--- src/hdl/day_number_date_converter_defines.svh ---
// Assertion macros shared by the day number converter RTL
`ifndef DAY_NUMBER_DATE_CONVERTER_DEFINES_SVH
`define DAY_NUMBER_DATE_CONVERTER_DEFINES_SVH

// Same-cycle implication, checked on every rising clock edge outside reset
`define DNDC_ASSERT_NOW(label, ante, cons, msg) \
    label: assert property (@(posedge clk) disable iff (!rst_n) (ante) |-> (cons)) \
        else $error(msg);

// Next-cycle implication
`define DNDC_ASSERT_NEXT(label, ante, cons, msg) \
    label: assert property (@(posedge clk) disable iff (!rst_n) (ante) |=> (cons)) \
        else $error(msg);

`endif

--- src/hdl/dndc_pkg.sv ---
// Package: types, constants and tables of the day number converter
package dndc_pkg;

    localparam int YEAR_W  = 14;
    localparam int COUNT_W = 22;
    localparam int ALU_W   = COUNT_W + 1;

    localparam int MAX_YEAR = 9999;
    // days in all years up to and including MAX_YEAR
    localparam int MAX_COUNT_I = MAX_YEAR * 365 + MAX_YEAR / 4 - MAX_YEAR / 100
                                 + MAX_YEAR / 400;
    localparam logic [COUNT_W-1:0] MAX_COUNT = COUNT_W'(MAX_COUNT_I);
    localparam logic [YEAR_W-1:0]  MAX_YEAR_V = YEAR_W'(MAX_YEAR);

    typedef enum logic [1:0] {
        OP_TO_DATE  = 2'd0,
        OP_TO_COUNT = 2'd1,
        OP_NEXT_DAY = 2'd2,
        OP_NONE     = 2'd3
    } op_t;

    typedef enum logic [2:0] {
        S_IDLE,
        S_PREP,
        S_CHECK,
        S_LOOP,
        S_SUM,
        S_MONTH,
        S_DONE
    } state_t;

    // cycle levels of the year search
    typedef enum logic [1:0] {
        LVL_400 = 2'd0,
        LVL_100 = 2'd1,
        LVL_4   = 2'd2,
        LVL_1   = 2'd3
    } level_t;

    typedef struct packed {
        logic [ALU_W-1:0] a;
        logic [ALU_W-1:0] b;
        logic             sub;
    } alu_req_t;

    typedef struct packed {
        logic [ALU_W-1:0] sum;
        logic             borrow;
    } alu_rsp_t;

    function automatic logic [COUNT_W-1:0] step_days(level_t lvl);
        logic [COUNT_W-1:0] d;
        unique case (lvl)
            LVL_400: d = COUNT_W'(146097);
            LVL_100: d = COUNT_W'(36524);
            LVL_4:   d = COUNT_W'(1461);
            LVL_1:   d = COUNT_W'(365);
            default: d = '0;
        endcase
        return d;
    endfunction

    function automatic logic [COUNT_W-1:0] step_years(level_t lvl);
        logic [COUNT_W-1:0] y;
        unique case (lvl)
            LVL_400: y = COUNT_W'(400);
            LVL_100: y = COUNT_W'(100);
            LVL_4:   y = COUNT_W'(4);
            LVL_1:   y = COUNT_W'(1);
            default: y = '0;
        endcase
        return y;
    endfunction

    function automatic logic [4:0] month_len(logic [3:0] mo, logic leap);
        logic [4:0] len;
        case (mo) inside
            4'd2:                      len = leap ? 5'd29 : 5'd28;
            4'd4, 4'd6, 4'd9, 4'd11:   len = 5'd30;
            default:                   len = 5'd31;
        endcase
        return len;
    endfunction

    // days in the months before month m; months past 12 count the whole year
    function automatic logic [8:0] month_offset(logic [3:0] m);
        logic [8:0] off;
        case (m)
            4'd0, 4'd1: off = 9'd0;
            4'd2:       off = 9'd31;
            4'd3:       off = 9'd59;
            4'd4:       off = 9'd90;
            4'd5:       off = 9'd120;
            4'd6:       off = 9'd151;
            4'd7:       off = 9'd181;
            4'd8:       off = 9'd212;
            4'd9:       off = 9'd243;
            4'd10:      off = 9'd273;
            4'd11:      off = 9'd304;
            4'd12:      off = 9'd334;
            default:    off = 9'd365;
        endcase
        return off;
    endfunction

endpackage

--- src/hdl/dndc_addsub.sv ---
// Shared add/subtract unit with borrow out
module dndc_addsub
    import dndc_pkg::*;
(
    input  alu_req_t req,
    output alu_rsp_t rsp
);

    logic [ALU_W:0] full;

    always_comb
    begin
        full = {1'b0, req.a} + {1'b0, (req.sub ? ~req.b : req.b)}
               + {{ALU_W{1'b0}}, req.sub};
        rsp.sum    = full[ALU_W-1:0];
        // carry out of a subtract means no borrow
        rsp.borrow = req.sub & ~full[ALU_W];
    end

endmodule

--- src/hdl/day_number_date_converter.sv ---
// Top level: day count / Gregorian date converter with an iterative sequencer
//
//  Channel   Signals                                              Handshake
//  request   opcode day_number year_in month_in day_in            start & !busy
//  result    year_out month_out day_out count_out out_of_range    done (1 cycle)
//
// One item at a time; busy stays high from acceptance through the done cycle.
// The year search subtracts 400/100/4/1-year cycles through one shared
// add/subtract unit, one step a cycle; a day count to date then walks months
// one per cycle. The result is shown for one cycle and cannot be stalled.
// Asynchronous active-low reset returns the sequencer to idle.
`include "day_number_date_converter_defines.svh"

module day_number_date_converter
    import dndc_pkg::*;
(
    input  logic                clk,
    input  logic                rst_n,
    input  logic                start,
    output logic                busy,
    input  logic [1:0]          opcode,
    input  logic [COUNT_W-1:0]  day_number,
    input  logic [YEAR_W-1:0]   year_in,
    input  logic [3:0]          month_in,
    input  logic [4:0]          day_in,
    output logic                done,
    output logic [YEAR_W-1:0]   year_out,
    output logic [3:0]          month_out,
    output logic [4:0]          day_out,
    output logic [COUNT_W-1:0]  count_out,
    output logic                out_of_range
);

    state_t              state_reg, state_next;
    op_t                 op_reg, op_next;
    logic [COUNT_W-1:0]  dn_reg, dn_next;
    logic [YEAR_W-1:0]   yin_reg, yin_next;
    logic [3:0]          min_reg, min_next;
    logic [4:0]          din_reg, din_next;
    logic [COUNT_W-1:0]  rem_reg, rem_next;
    logic [COUNT_W-1:0]  acc_reg, acc_next;
    level_t              level_reg, level_next;
    logic [4:0]          q_reg, q_next;
    logic [3:0]          mo_reg, mo_next;
    logic                c2d_reg, c2d_next;
    logic                q100_full_reg, q100_full_next;
    logic                q4_full_reg, q4_full_next;
    logic                leap_reg, leap_next;
    logic [YEAR_W-1:0]   yres_reg, yres_next;
    logic [3:0]          mres_reg, mres_next;
    logic [4:0]          dres_reg, dres_next;
    logic [COUNT_W-1:0]  cres_reg, cres_next;
    logic                oor_reg, oor_next;

    alu_req_t            alu_req;
    alu_rsp_t            alu_rsp;
    logic                accept;
    logic                take;
    logic [COUNT_W-1:0]  k_sub;
    logic [COUNT_W-1:0]  k_add;
    logic [9:0]          tail;

    dndc_addsub u_addsub (
        .req (alu_req),
        .rsp (alu_rsp)
    );

    assign accept       = start & (state_reg == S_IDLE);
    assign busy         = (state_reg != S_IDLE);
    assign done         = (state_reg == S_DONE);
    assign year_out     = yres_reg;
    assign month_out    = mres_reg;
    assign day_out      = dres_reg;
    assign count_out    = cres_reg;
    assign out_of_range = oor_reg;

    always_ff @(posedge clk or negedge rst_n)
    begin
        if (!rst_n)
        begin
            state_reg <= S_IDLE;
        end
        else
        begin
            state_reg <= state_next;
        end
    end

    always_ff @(posedge clk)
    begin
        op_reg        <= op_next;
        dn_reg        <= dn_next;
        yin_reg       <= yin_next;
        min_reg       <= min_next;
        din_reg       <= din_next;
        rem_reg       <= rem_next;
        acc_reg       <= acc_next;
        level_reg     <= level_next;
        q_reg         <= q_next;
        mo_reg        <= mo_next;
        c2d_reg       <= c2d_next;
        q100_full_reg <= q100_full_next;
        q4_full_reg   <= q4_full_next;
        leap_reg      <= leap_next;
        yres_reg      <= yres_next;
        mres_reg      <= mres_next;
        dres_reg      <= dres_next;
        cres_reg      <= cres_next;
        oor_reg       <= oor_next;
    end

    always_comb
    begin
        state_next     = state_reg;
        op_next        = op_reg;
        dn_next        = dn_reg;
        yin_next       = yin_reg;
        min_next       = min_reg;
        din_next       = din_reg;
        rem_next       = rem_reg;
        acc_next       = acc_reg;
        level_next     = level_reg;
        q_next         = q_reg;
        mo_next        = mo_reg;
        c2d_next       = c2d_reg;
        q100_full_next = q100_full_reg;
        q4_full_next   = q4_full_reg;
        leap_next      = leap_reg;
        yres_next      = yres_reg;
        mres_next      = mres_reg;
        dres_next      = dres_reg;
        cres_next      = cres_reg;
        oor_next       = oor_reg;

        // year search steps: subtract one table, accumulate the other
        k_sub = c2d_reg ? step_days(level_reg) : step_years(level_reg);
        k_add = c2d_reg ? step_years(level_reg) : step_days(level_reg);
        tail  = {1'b0, month_offset(min_reg)}
                + {9'd0, ((min_reg > 4'd2) && leap_reg)}
                + {5'd0, din_reg};

        alu_req.a   = {1'b0, rem_reg};
        alu_req.b   = {1'b0, k_sub};
        alu_req.sub = 1'b1;
        take        = 1'b0;

        unique case (state_reg)
            S_IDLE:
            begin
                if (accept)
                begin
                    op_next   = op_t'(opcode);
                    dn_next   = day_number;
                    yin_next  = year_in;
                    min_next  = month_in;
                    din_next  = day_in;
                    yres_next = '0;
                    mres_next = '0;
                    dres_next = '0;
                    cres_next = '0;
                    oor_next  = 1'b0;
                    state_next = S_PREP;
                end
            end

            S_PREP:
            begin
                unique case (op_reg)
                    OP_TO_DATE:
                    begin
                        alu_req.a = {1'b0, dn_reg};
                        alu_req.b = ALU_W'(1);
                        if (dn_reg == '0)
                        begin
                            state_next = S_DONE;
                        end
                        else
                        begin
                            rem_next   = alu_rsp.sum[COUNT_W-1:0];
                            state_next = S_CHECK;
                        end
                    end
                    OP_TO_COUNT, OP_NEXT_DAY:
                    begin
                        alu_req.a  = {{(ALU_W-YEAR_W){1'b0}}, yin_reg};
                        alu_req.b  = ALU_W'(1);
                        acc_next   = '0;
                        level_next = LVL_400;
                        q_next     = '0;
                        c2d_next   = 1'b0;
                        if (yin_reg > MAX_YEAR_V)
                        begin
                            oor_next   = 1'b1;
                            state_next = S_DONE;
                        end
                        else if (yin_reg == '0)
                        begin
                            // year zero: no prior years, counts as leap
                            leap_next  = 1'b1;
                            state_next = S_SUM;
                        end
                        else
                        begin
                            rem_next   = alu_rsp.sum[COUNT_W-1:0];
                            state_next = S_LOOP;
                        end
                    end
                    default:
                    begin
                        state_next = S_DONE;
                    end
                endcase
            end

            S_CHECK:
            begin
                // rem holds count - 1; past the last day of MAX_YEAR is flagged
                alu_req.b  = {1'b0, MAX_COUNT};
                acc_next   = COUNT_W'(1);
                level_next = LVL_400;
                q_next     = '0;
                c2d_next   = 1'b1;
                if (!alu_rsp.borrow)
                begin
                    oor_next   = 1'b1;
                    state_next = S_DONE;
                end
                else
                begin
                    state_next = S_LOOP;
                end
            end

            S_LOOP:
            begin
                take = !alu_rsp.borrow &&
                       !(((level_reg == LVL_100) || (level_reg == LVL_1)) &&
                         (q_reg == 5'd3));
                if (take)
                begin
                    rem_next = alu_rsp.sum[COUNT_W-1:0];
                    acc_next = acc_reg + k_add;
                    q_next   = q_reg + 5'd1;
                end
                else
                begin
                    q_next = '0;
                    unique case (level_reg)
                        LVL_400:
                        begin
                            level_next = LVL_100;
                        end
                        LVL_100:
                        begin
                            q100_full_next = (q_reg == 5'd3);
                            level_next     = LVL_4;
                        end
                        LVL_4:
                        begin
                            q4_full_next = (q_reg == 5'd24);
                            level_next   = LVL_1;
                        end
                        default:
                        begin
                            leap_next = (q_reg == 5'd3) && (!q4_full_reg || q100_full_reg);
                            mo_next   = 4'd1;
                            state_next = c2d_reg ? S_MONTH : S_SUM;
                        end
                    endcase
                end
            end

            S_SUM:
            begin
                alu_req.a   = {1'b0, acc_reg};
                alu_req.b   = {{(ALU_W-10){1'b0}}, tail};
                alu_req.sub = 1'b0;
                if (op_reg == OP_TO_COUNT)
                begin
                    cres_next  = alu_rsp.sum[COUNT_W-1:0];
                    state_next = S_DONE;
                end
                else
                begin
                    // next day: the date's count equals the follower's count - 1
                    rem_next   = alu_rsp.sum[COUNT_W-1:0];
                    state_next = S_CHECK;
                end
            end

            S_MONTH:
            begin
                alu_req.b = {{(ALU_W-5){1'b0}}, month_len(mo_reg, leap_reg)};
                if ((mo_reg == 4'd12) || alu_rsp.borrow)
                begin
                    yres_next  = acc_reg[YEAR_W-1:0];
                    mres_next  = mo_reg;
                    dres_next  = rem_reg[4:0] + 5'd1;
                    state_next = S_DONE;
                end
                else
                begin
                    rem_next = alu_rsp.sum[COUNT_W-1:0];
                    mo_next  = mo_reg + 4'd1;
                end
            end

            S_DONE:
            begin
                state_next = S_IDLE;
            end

            default:
            begin
                state_next = S_IDLE;
            end
        endcase
    end

    `DNDC_ASSERT_NEXT(a_accept_busy, accept, busy && !done, "accepted item did not raise busy")
    `DNDC_ASSERT_NEXT(a_done_release, done, !busy && !done, "done not followed by idle")
    `DNDC_ASSERT_NOW(a_oor_no_date, done && out_of_range,
        year_out == '0 && month_out == '0 && day_out == '0 && count_out == '0,
        "out of range result carries data")
    `DNDC_ASSERT_NOW(a_date_sane, done && month_out != '0,
        day_out != '0 && month_out <= 4'd12 && year_out != '0 && year_out <= MAX_YEAR_V,
        "produced date is malformed")
    `DNDC_ASSERT_NOW(a_count_only, done && count_out != '0,
        month_out == '0 && !out_of_range,
        "day count result mixed with date fields")

endmodule
--- config.mk ---
export PLATFORM = sky130hd
export DESIGN_NAME = day_number_date_converter
export DESIGN_NICKNAME = d
export VERILOG_FILES = /design/src/hdl/dndc_pkg.sv /design/src/hdl/dndc_addsub.sv /design/src/hdl/day_number_date_converter.sv
export VERILOG_INCLUDE_DIRS = /design/src /design/src/hdl
export SDC_FILE = /design/constraint.sdc
export NUM_CORES = 1
export LEC_CHECK = 0
export BUFFER_PORTS_ARGS = -buffer_cell sky130_fd_sc_hd__buf_2
export CORE_MARGIN = 2
export CORE_UTILIZATION = 35
export DETAILED_ROUTE_END_ITERATION = 16
export GPL_TIMING_DRIVEN = 0
export PLACE_DENSITY = 0.59
export SYNTH_ARGS = -nofsm -noshare
export SYNTH_HDL_FRONTEND = slang
export SYNTH_SLANG_ARGS = --single-unit
--- constraint.sdc ---
create_clock -name clk -period 18.5 [get_ports clk]
set_clock_uncertainty 0.05 [all_clocks]
set_input_delay 1.85 -clock clk [delete_from_list [all_inputs] [get_ports clk]]
set_output_delay 1.85 -clock clk [all_outputs]
set_load 0.02 [all_outputs]
==> flow_summary.ini <==
[status]
status = completed

[clock_network]
numCtsBuffers = 17
numClockSinks = 164
tritoncts = yes
cts_buffer_depth = 2
cts_setup_buffers = 0
clk_pin_slew_ns = 0.06
clk_latency_ns = 0.44
root_buffer = clkbuf_16
cts_hold_buf = 0
cts_resized = 0
htreeDepth = 4

[place]
placed_area_um2 = 10400
place.gp.congestion = 0.971
place_hpwl_um = 20400
io_buffers = 97

[sta]
rsz0062_at_grt = false
maxSlewHeadroom = 0.230
period_needed_ns = 6.14
drv_slew = 0
tns_ns = 0
fin_crit_sh = 0.332
timing.fmax_mhz = 163
setup_violations = 0
hold_ws_ns = 0.488
hold_viol = 0
tightest_slew_ns = 1.14

[routing]
dr.pass1.iters = 8
via_per_inst = 5.36
wl_um = 26200
drtIter0Drc = 707
drt-wirelength-per-cell_um = 19.8
drc = 0
num_vias = 7089
drtAntennaViolNets = 0

[yosys]
synth-edff-count = 152
postSynthCellCount = 853
synth_cell_type_count = 70
synth-seq-cells = 164
synth.top_cell.area_share = 0.487
ys_seq_area_frac = 0.514
avgSynthCellArea_um2 = 11.0
synth_top_cells_by_area = edfxtp_1 (49%), ha_1 (9.1%), nor2_1 (3.2%), a21oi_1 (3.0%), xnor2_1 (2.9%)
synth_ff_type = edfxtp_1
synthesis.area_um2 = 9370
ys_async_sr_fraction = 0.0183
synth_nets = 974
yosys.area.top_type = edfxtp_1
yosys_warnings = 0

[cells_and_area]
layout_commonest_cell = edfxtp_1
layout_common_cells = edfxtp_1 (152), buf_2 (100), nor2_1 (81)
num-nets-final = 1096
utilization = 0.417
drive_gt1_frac = 0.158
postLayoutCellArea_um2 = 10900
antennaDiodeCount = 0
area_growth_pct = 16.6

[floorplan]
start_util = 0.358
die_x_um = 168
rows = 59
die_area_um2 = 28100
ios = 98
die_height_um = 168
fp.coreArea_um2 = 26200

[worst_setup_path]
crit_top_cell = buf_4
crit_type = flip-flop to flip-flop
startpoint_type = flip-flop
path_cells = nand2_1, fa_1, fa_1, nor2b_1, o21ai_0, a21oi_1, o2111ai_1, xor2_1, o22ai_1, o2bb2ai_1, ha_1, and2_1, and3_1, o211ai_2, a211o_1, a31oi_4, a21oi_1, nor4_2, buf_4, buf_4, buf_4
worstSetupEndpointType = flip-flop
worstPathArrival_ns = 6.23
critPathSlowestCell = nor4_2
crit_path_max_incr_delay_ns = 0.66
path_max_fanout = 10
worstPathRequired_ns = 18.59

[grt]
overflow = 0
grt_pass1_wl_um = 40200
grtUsageTotal = 0.190
grt_antenna_before_repair = 0
grt_pass1_vias = 6994
grt_max_degree = 30

[flow_run]
max-cap-violations = 0

[min_path]
hp-class = flip-flop to flip-flop
## path summary, 6_finish.rpt
check                               from           end  slack, ns  cells after the start
hold reg to reg            q100_full_reg      leap_reg       0.49                      2
setup / recovery                leap_reg   rem_reg[20]      12.36                     21
setup reg to reg                leap_reg   rem_reg[20]      12.36                     21
min in group asynchronous          rst_n  state_reg[0]       1.15                      1
hold / removal             q100_full_reg      leap_reg       0.49                      2
max in group asynchronous          rst_n  state_reg[1]      17.14                      1
## cell families (layout without fill, tap and decap cells)
family                     count (synthesis)  in the layout  share of synthesized area
AOI/OAI and AO/OA                        206            206                      0.154
xor gates and xnor gates                  52             52                     0.0486
adders and majority gates                 71             71                     0.0972
buffers and inverters                     77            212                     0.0312
DFF                                      164            164                      0.514
muxes                                     12             12                     0.0132
and+or+nand+nor                          271            271                      0.142
## metrics by stage
step | instances | setup slack [ns]
after floorplan | 853 | 12.11
after global placement | 1285 | 9.96
after detailed placement | 1291 | 12.44
after CTS | 1323 | 12.42
after global routing | 1323 | 11.98
final | 1323 | 12.36
## critical path, delay by kind of cell, from the launching register on
kind,cells,cell delay (ns)
compound gates,9,1.85
simple gates,5,1.30
fa+ha+maj,3,1.24
buf+inv,3,0.65
flops,1,0.50
xor+xnor,1,0.22
## routing by layer
metal	vias to the layer above	wire [um]	global-route usage
li1	3407	-	-
met1	3397	12000	0.254
met2	245	11900	0.298
met3	40	1500	0.0447
met4	0	835	0.0813
met5	-	0	0
## cell usage after synthesis (all sizes together), types with 4 or more instances
cell type / number
buf: 6
a21o: 20
o21ai: 34
nor2b: 11
inv: 48
edfxtp: 152
nor4: 8
xor2: 21
clkbuf: 22
nand2b: 7
and2: 28
o21bai: 9
and3: 24
nor2: 82
a211o: 4
nor3: 10
o211ai: 6
a31oi: 12
a222oi: 21
or3: 5
xnor2: 31
nand2: 68
a211oi: 7
mux2i: 9
dfxtp: 9
a21oi: 57
ha: 68
nand3: 14
or2: 5
o21a: 4
## area by class of cell
cell class                 instances  area (um2)
inverter                          49         184
tap                              335         419
sequential                       164        4820
clock buffer                      26         531
fill                            2523       15300
multi-input combinational        612        4270
clock inverter                     6        41.3
timing repair buffer             103         551
buffer                            28         110
Power is not shown: default switching activity piles up to over one toggle a cycle in this logic, so the estimate is an artifact.
